<file path="src/polymer_cleavage_gillespie_step_assert.svh">
// Assertion macros shared by the polymer cleavage step block.
`ifndef POLYMER_CLEAVAGE_GILLESPIE_STEP_ASSERT_SVH
`define POLYMER_CLEAVAGE_GILLESPIE_STEP_ASSERT_SVH

`ifndef ASSERT_OFF

// Condition that must hold at every clock edge outside reset.
`define PCGS_ASSERT_ALWAYS(label, cond) \
    label: assert property (@(posedge clk) disable iff (!rst_n) (cond)) \
        else $error("assertion failed");

// Consequent must hold in the same cycle as the antecedent.
`define PCGS_ASSERT_IMP(label, ante, cons) \
    label: assert property (@(posedge clk) disable iff (!rst_n) (ante) |-> (cons)) \
        else $error("assertion failed");

// Consequent must hold in the cycle after the antecedent.
`define PCGS_ASSERT_NEXT(label, ante, cons) \
    label: assert property (@(posedge clk) disable iff (!rst_n) (ante) |=> (cons)) \
        else $error("assertion failed");

`else

`define PCGS_ASSERT_ALWAYS(label, cond)
`define PCGS_ASSERT_IMP(label, ante, cons)
`define PCGS_ASSERT_NEXT(label, ante, cons)

`endif

`endif

</file>
<file path="src/pcgs_pkg.sv">
// Types, constants and command structs of the polymer cleavage step block.
package pcgs_pkg;

    localparam int CNT_W          = 20;
    localparam int LEN_W          = 11;
    localparam int KEPT_W         = 10;
    localparam int TOT_OUT_W      = 30;
    localparam int FRAC_W         = 32;
    localparam int DEF_MAX_LENGTH = 1024;
    localparam int APB_AW         = 3;
    localparam int APB_DW         = 32;

    localparam logic [LEN_W-1:0] PLEN_RESET = 11'd1024;
    localparam logic [CNT_W-1:0] ICNT_RESET = 20'd1000000;

    localparam logic OP_START = 1'b0;
    localparam logic OP_STEP  = 1'b1;

    localparam logic REG_POLYMER_LENGTH = 1'b0;
    localparam logic REG_INITIAL_COUNT  = 1'b1;

    localparam logic [1:0] ST_STEPPED  = 2'd0;
    localparam logic [1:0] ST_FINISHED = 2'd1;
    localparam logic [1:0] ST_EMPTY    = 2'd2;
    localparam logic [1:0] ST_LOADED   = 2'd3;

    typedef struct packed {
        logic              opcode;
        logic [FRAC_W-1:0] pick_fraction;
        logic [FRAC_W-1:0] split_fraction;
    } req_t;

    typedef struct packed {
        logic [LEN_W-1:0]     cut_length;
        logic [KEPT_W-1:0]    kept_length;
        logic [TOT_OUT_W-1:0] total_propensity;
        logic [1:0]           status;
    } rsp_t;

    typedef enum logic [1:0] {
        RES_STEP,
        RES_EMPTY,
        RES_LOADED
    } res_kind_t;

    typedef enum logic [2:0] {
        ADDR_CNT,
        ADDR_LEN,
        ADDR_CUT,
        ADDR_KEPT,
        ADDR_ONE
    } addr_sel_t;

    typedef enum logic [1:0] {
        WR_ZERO,
        WR_INIT,
        WR_DEC,
        WR_INC
    } wr_kind_t;

    typedef struct packed {
        logic      accept;
        logic      cnt_clear;
        logic      scan_init;
        logic      scan_issue;
        logic      cnt_inc;
        logic      rd_en;
        logic      wr_en;
        addr_sel_t addr_sel;
        wr_kind_t  wr_kind;
        logic      search;
        logic      latch_total;
        logic      mul_lo;
        logic      mul_hi;
        logic      form_target;
        logic      mul_kept;
        logic      form_kept;
        logic      latch_fin;
        logic      load_result;
        res_kind_t res_kind;
    } dp_cmd_t;

    typedef struct packed {
        logic cnt_last;
        logic pipe_busy;
        logic hit;
        logic total_zero;
    } dp_status_t;

endpackage

</file>
<file path="src/pcgs_ctrl.sv">
// Controller state machine sequencing clear, load, scans and store updates.
module pcgs_ctrl
    import pcgs_pkg::*;
(
    input  logic       clk,
    input  logic       rst_n,
    input  logic       req_valid,
    input  logic       req_opcode,
    output logic       req_ready,
    output logic       rsp_valid,
    input  logic       rsp_ready,
    output dp_cmd_t    cmd,
    input  dp_status_t status
);

    typedef enum logic [4:0] {
        S_CLEAR,
        S_IDLE,
        S_LOAD,
        S_SUM,
        S_SUM_DRAIN,
        S_CHECK,
        S_MUL_LO,
        S_MUL_HI,
        S_TARGET,
        S_SEARCH,
        S_SEARCH_DRAIN,
        S_RD_CUT,
        S_WR_CUT,
        S_RD_KEPT,
        S_WR_KEPT,
        S_RD_ONE,
        S_FIN,
        S_FINISH
    } state_t;

    state_t    state_reg, state_next;
    logic      rsp_valid_reg, rsp_valid_next;
    logic      load_pending_reg, load_pending_next;
    res_kind_t res_kind_reg, res_kind_next;

    assign req_ready = (state_reg == S_IDLE);
    assign rsp_valid = rsp_valid_reg;

    always_comb
    begin
        state_next        = state_reg;
        load_pending_next = load_pending_reg;
        res_kind_next     = res_kind_reg;
        rsp_valid_next    = rsp_valid_reg;
        cmd               = '0;
        cmd.addr_sel      = ADDR_CNT;
        cmd.wr_kind       = WR_ZERO;
        cmd.res_kind      = res_kind_reg;

        if (rsp_valid_reg && rsp_ready)
        begin
            rsp_valid_next = 1'b0;
        end

        case (state_reg)
            S_CLEAR:
            begin
                cmd.wr_en    = 1'b1;
                cmd.addr_sel = ADDR_CNT;
                cmd.wr_kind  = WR_ZERO;
                cmd.cnt_inc  = 1'b1;
                if (status.cnt_last)
                begin
                    state_next = load_pending_reg ? S_LOAD : S_IDLE;
                end
            end
            S_IDLE:
            begin
                if (req_valid)
                begin
                    cmd.accept = 1'b1;
                    if (req_opcode == OP_START)
                    begin
                        cmd.cnt_clear     = 1'b1;
                        load_pending_next = 1'b1;
                        state_next        = S_CLEAR;
                    end
                    else
                    begin
                        cmd.scan_init = 1'b1;
                        state_next    = S_SUM;
                    end
                end
            end
            S_LOAD:
            begin
                cmd.wr_en         = 1'b1;
                cmd.addr_sel      = ADDR_LEN;
                cmd.wr_kind       = WR_INIT;
                load_pending_next = 1'b0;
                res_kind_next     = RES_LOADED;
                state_next        = S_FINISH;
            end
            S_SUM:
            begin
                cmd.scan_issue = 1'b1;
                cmd.rd_en      = 1'b1;
                cmd.cnt_inc    = 1'b1;
                if (status.cnt_last)
                begin
                    state_next = S_SUM_DRAIN;
                end
            end
            S_SUM_DRAIN:
            begin
                if (!status.pipe_busy)
                begin
                    cmd.latch_total = 1'b1;
                    state_next      = S_CHECK;
                end
            end
            S_CHECK:
            begin
                if (status.total_zero)
                begin
                    res_kind_next = RES_EMPTY;
                    state_next    = S_FINISH;
                end
                else
                begin
                    state_next = S_MUL_LO;
                end
            end
            S_MUL_LO:
            begin
                cmd.mul_lo = 1'b1;
                state_next = S_MUL_HI;
            end
            S_MUL_HI:
            begin
                cmd.mul_hi = 1'b1;
                state_next = S_TARGET;
            end
            S_TARGET:
            begin
                cmd.form_target = 1'b1;
                cmd.scan_init   = 1'b1;
                state_next      = S_SEARCH;
            end
            S_SEARCH:
            begin
                cmd.search = 1'b1;
                if (status.hit)
                begin
                    state_next = S_RD_CUT;
                end
                else
                begin
                    cmd.scan_issue = 1'b1;
                    cmd.rd_en      = 1'b1;
                    cmd.cnt_inc    = 1'b1;
                    if (status.cnt_last)
                    begin
                        state_next = S_SEARCH_DRAIN;
                    end
                end
            end
            S_SEARCH_DRAIN:
            begin
                cmd.search = 1'b1;
                if (status.hit || !status.pipe_busy)
                begin
                    state_next = S_RD_CUT;
                end
            end
            S_RD_CUT:
            begin
                cmd.rd_en    = 1'b1;
                cmd.addr_sel = ADDR_CUT;
                cmd.mul_kept = 1'b1;
                state_next   = S_WR_CUT;
            end
            S_WR_CUT:
            begin
                cmd.wr_en     = 1'b1;
                cmd.addr_sel  = ADDR_CUT;
                cmd.wr_kind   = WR_DEC;
                cmd.form_kept = 1'b1;
                state_next    = S_RD_KEPT;
            end
            S_RD_KEPT:
            begin
                cmd.rd_en    = 1'b1;
                cmd.addr_sel = ADDR_KEPT;
                state_next   = S_WR_KEPT;
            end
            S_WR_KEPT:
            begin
                cmd.wr_en    = 1'b1;
                cmd.addr_sel = ADDR_KEPT;
                cmd.wr_kind  = WR_INC;
                state_next   = S_RD_ONE;
            end
            S_RD_ONE:
            begin
                cmd.rd_en    = 1'b1;
                cmd.addr_sel = ADDR_ONE;
                state_next   = S_FIN;
            end
            S_FIN:
            begin
                cmd.latch_fin = 1'b1;
                res_kind_next = RES_STEP;
                state_next    = S_FINISH;
            end
            S_FINISH:
            begin
                // The result register may still hold an untaken transaction.
                if (!rsp_valid_reg || rsp_ready)
                begin
                    cmd.load_result = 1'b1;
                    rsp_valid_next  = 1'b1;
                    state_next      = S_IDLE;
                end
            end
            default:
            begin
                state_next = S_IDLE;
            end
        endcase
    end

    always_ff @(posedge clk or negedge rst_n)
    begin
        if (!rst_n)
        begin
            state_reg        <= S_CLEAR;
            rsp_valid_reg    <= 1'b0;
            load_pending_reg <= 1'b0;
            res_kind_reg     <= RES_EMPTY;
        end
        else
        begin
            state_reg        <= state_next;
            rsp_valid_reg    <= rsp_valid_next;
            load_pending_reg <= load_pending_next;
            res_kind_reg     <= res_kind_next;
        end
    end

endmodule

</file>
<file path="config.mk">
export PLATFORM = sky130hd
export DESIGN_NAME = pcgs_ctrl
export DESIGN_NICKNAME = d
export VERILOG_FILES = /design/src/polymer_cleavage_gillespie_step_assert.svh /design/src/pcgs_pkg.sv /design/src/pcgs_ctrl.sv
export SDC_FILE = /design/constraint.sdc
export NUM_CORES = 1
export LEC_CHECK = 0
export ABC_AREA = 1
export BUFFER_PORTS_ARGS = -buffer_cell sky130_fd_sc_hd__buf_2
export CAP_MARGIN = 40
export CORE_ASPECT_RATIO = 1.1
export CORE_MARGIN = 8
export CORE_UTILIZATION = 50
export DETAILED_ROUTE_END_ITERATION = 7
export PLACE_DENSITY = 0.83
export SETUP_SLACK_MARGIN = 0.5
export SYNTH_ARGS = -nofsm -noshare
export SYNTH_HDL_FRONTEND = slang
export SYNTH_SLANG_ARGS = --single-unit
export TNS_END_PERCENT = 5
</file>
<file path="constraint.sdc">
create_clock -name clk -period 3.57 [get_ports clk]
set_clock_uncertainty 0.15 [all_clocks]
set_input_delay 0.714 -clock clk [delete_from_list [all_inputs] [get_ports clk]]
set_output_delay 0.714 -clock clk [all_outputs]
set_load 0.03 [all_outputs]
</file>
==> run_results.csv <==
group,metric,value,unit
status,status,"finished, final reports clean",
worst_hold_path,min_path_type,"input pin to asynchronous set/reset pin",
worst_setup_path,critPathKind,"flop to primary output",
power_and_ir_drop,powerDensity,881,nW/um^2
worst_setup_path,endpoint_kind,"primary output",
sta,slew_headroom,72.2,%
layout,fill_cells,168,
worst_setup_path,worstPathMaxFanout,8,
clock_tree,clk_pin_slew,0.07,ns
worst_setup_path,reg2reg_to,"state_reg[1]",
clock_tree,cts_tree,"built",
worst_setup_path,r2r_setup_slack,1.79,ns
yosys,synth_most_common_cell,"nand2_1",
detailed_routing,first_iter_violations,54,
sta,tightest_slew,0.414,ns
clock_tree,cts_hold_buffers,0,
yosys,synth_seq_cells,9,
yosys,syn_inst,145,
sta,fmax,369,MHz
clock_tree,numCtsBuffers,3,
worst_setup_path,r2r_start,"state_reg[1]",
sta,final_hold_viol_count,0,
layout,regArea,226,sq um
yosys,synth_edf_count,0,
detailed_routing,routed-via-count,1071,
floorplan,die_area,3160,sq um
global_routing,grt_antenna_before_repair,0,
worst_setup_path,worstRegToRegCells,8,
yosys,synthesis.area,807,sq um
global_routing,grt_max_degree,10,
placement,port_buffers,33,
flow_run,cap_viol_max_count,0,
detailed_routing,postRouteAntennaNets,0,
floorplan,chipWidth,54.3,um
placement,place.gp.congestion,0.998,
detailed_routing,wirelength,2660,um
global_routing,grt_usage,17.2,%
detailed_routing,wire_per_inst,13.5,um
sta,finalMaxSlewViolations,0,
layout,area_delta_synth_final,25.3,%
layout,diodes,0,
worst_setup_path,cpMaxStageDelayCell,"dfrtp_1",
clock_tree,post_cts_buffers,0,
layout,multi_input_area,503,sq um
yosys,yosys_warnings,0,
worst_setup_path,crit_required,2.71,ns
layout,drive_above_1_share,23.9,%
clock_tree,clockBufferDepth,2,
detailed_routing,dr.pass1.iters,4,
yosys,synthArstFlopShare,100,%
worst_setup_path,path_cells,"inv_1 -> nand2_1 -> nor2_1 -> nand2_1 -> or2_1 -> nand2_1 -> or2_1 -> buf_2",
power_and_ir_drop,peakVddDrop,0.472,mV
floorplan,fp-row-count,15,
yosys,synth_top_area_share,24.8,%
worst_setup_path,cp-start-kind,"flop",
placement,dp_hpwl,2210,um
detailed_routing,drc_errors,0,
clock_tree,cts_sinks,9,
sta,setup_violations,0,
worst_setup_path,crit_start,"state_reg[1]",
clock_tree,ctsResizeCount,0,
global_routing,grt_pass1_vias,1021,
yosys,synthTopCellsByCount,"nand2_1 (48), nor2_1 (31), inv_1 (17), nand3_1 (15), dfrtp_1 (8)",
yosys,synth_area_leaders,"dfrtp_1 (25%), nand2_1 (22%), nor2_1 (14%)",
worst_setup_path,cp_common_cell,"nand2_1",
detailed_routing,drt-vias-per-instance,5.44,
sta,rsz0062_at_grt,"no",
yosys,ys.flop_type,"dfrtp_1",
floorplan,core,1540,sq um
sta,final.setup.tns,0,ns
layout,finalNetCount,190,
yosys,syn_nets,154,
global_routing,grt_pass1_wl,4280,um
yosys,ys_seq_area_share,28.1,%
floorplan,initial_utilization,52.4,%
floorplan,die_y,58.1,um
yosys,synth_area_leader_cell,"dfrtp_1",
floorplan,ios,34,
global_routing,overflow,0,
layout,largest_register_ffs,5,
worst_setup_path,crit_arrival,1.85,ns
clock_tree,clock_latency,0.27,ns
sta,post-route-min-period,2.71,ns
clock_tree,cts-htree-levels,1,
yosys,synth_cell_types,15,
clock_tree,root_buffer,"clkbuf_4",
worst_setup_path,cpPeakStageDelay,0.48,ns
power_and_ir_drop,leakagePower,0.685,nW
sta,fin_hold_ws,0.132,ns
yosys,syn_avg_cell_area,5.57,sq um
sta,min_period_over_period,76.0,%
layout make-up:
type                       count  share of cell area [%]
clock buffer                   3                    2.23
clock inverter                 1                   0.495
inverter                      18                    6.68
multi-input combinational    116                    49.8
sequential                     9                    22.4
tap                           17                    2.10
timing repair buffer          33                    16.3
cell usage in the layout (no fill, tap or decap), types with 4 or more instances in the layout:
| cell | netlist | layout |
|---|---|---|
| nand4_1 | 7 | 7 |
| nor2_1 | 31 | 31 |
| nor2_2 | 4 | 4 |
| nand3_1 | 15 | 15 |
| nand2_1 | 48 | 48 |
| inv_1 | 17 | 17 |
| dfrtp_1 | 8 | 8 |
| buf_2 | 2 | 33 |
| nor3_1 | 4 | 4 |
worst max path at each step:
| stage | endpoint | cells past startpoint |
|---|---|---|
| global route | cmd[18] | 8 |
| floorplan | cmd[20] | 8 |
| CTS | cmd[18] | 8 |
| detailed placement | cmd[18] | 8 |
| finish | cmd[18] | 8 |
| global placement | cmd[18] | 8 |
per-stage QoR:
step / util, % / area, sq um / instances / worst slack [ns] / total power, mW
after floorplan: - / 807 / 145 / 0.957 / 0.639
after global placement: 63.9 / 983 / 193 / 1.27 / 0.790
after detailed placement: 63.9 / 983 / 193 / 1.19 / 0.803
after CTS: 65.7 / 1010 / 197 / 0.882 / 0.887
after global routing: 65.7 / 1010 / 197 / 0.713 / 0.956
final: 65.7 / 1010 / 197 / 0.857 / 0.890
worst max-delay path, delay by kind of cell (launching register included):
kind	cells	cell delay (ns)
flip-flops	1	0.48
buffers and inverters	2	0.28
AND/OR/NAND/NOR	6	0.83
metal layers:
| metal | GRT usage [%] | vias to the layer above | routed length (um) |
|---|---|---|---|
| li1 | - | 529 | - |
| met1 | 20.8 | 474 | 1030 |
| met2 | 27.7 | 62 | 1280 |
| met3 | 2.30 | 6 | 297 |
| met4 | 9.51 | 0 | 47 |
| met5 | 0 | - | 0 |
power breakdown:
part | switching [mW] | total [mW] | internal [mW]
combinational | 0.451 | 0.620 | 0.170
sequential | 0.0445 | 0.190 | 0.145
clock | 0.0391 | 0.0805 | 0.0414
kinds of logic (layout without fill, tap and decap cells):
family / count (synthesis) / after routing / share of synthesized area [%]
AND/OR/NAND/NOR: 112 / 112 / 59.5
buffers and inverters: 20 / 55 / 9.61
flip-flops: 9 / 9 / 28.1
AO/OA/AOI/OAI: 4 / 4 / 2.79
Note: power is estimated with default switching activity, not from simulation.
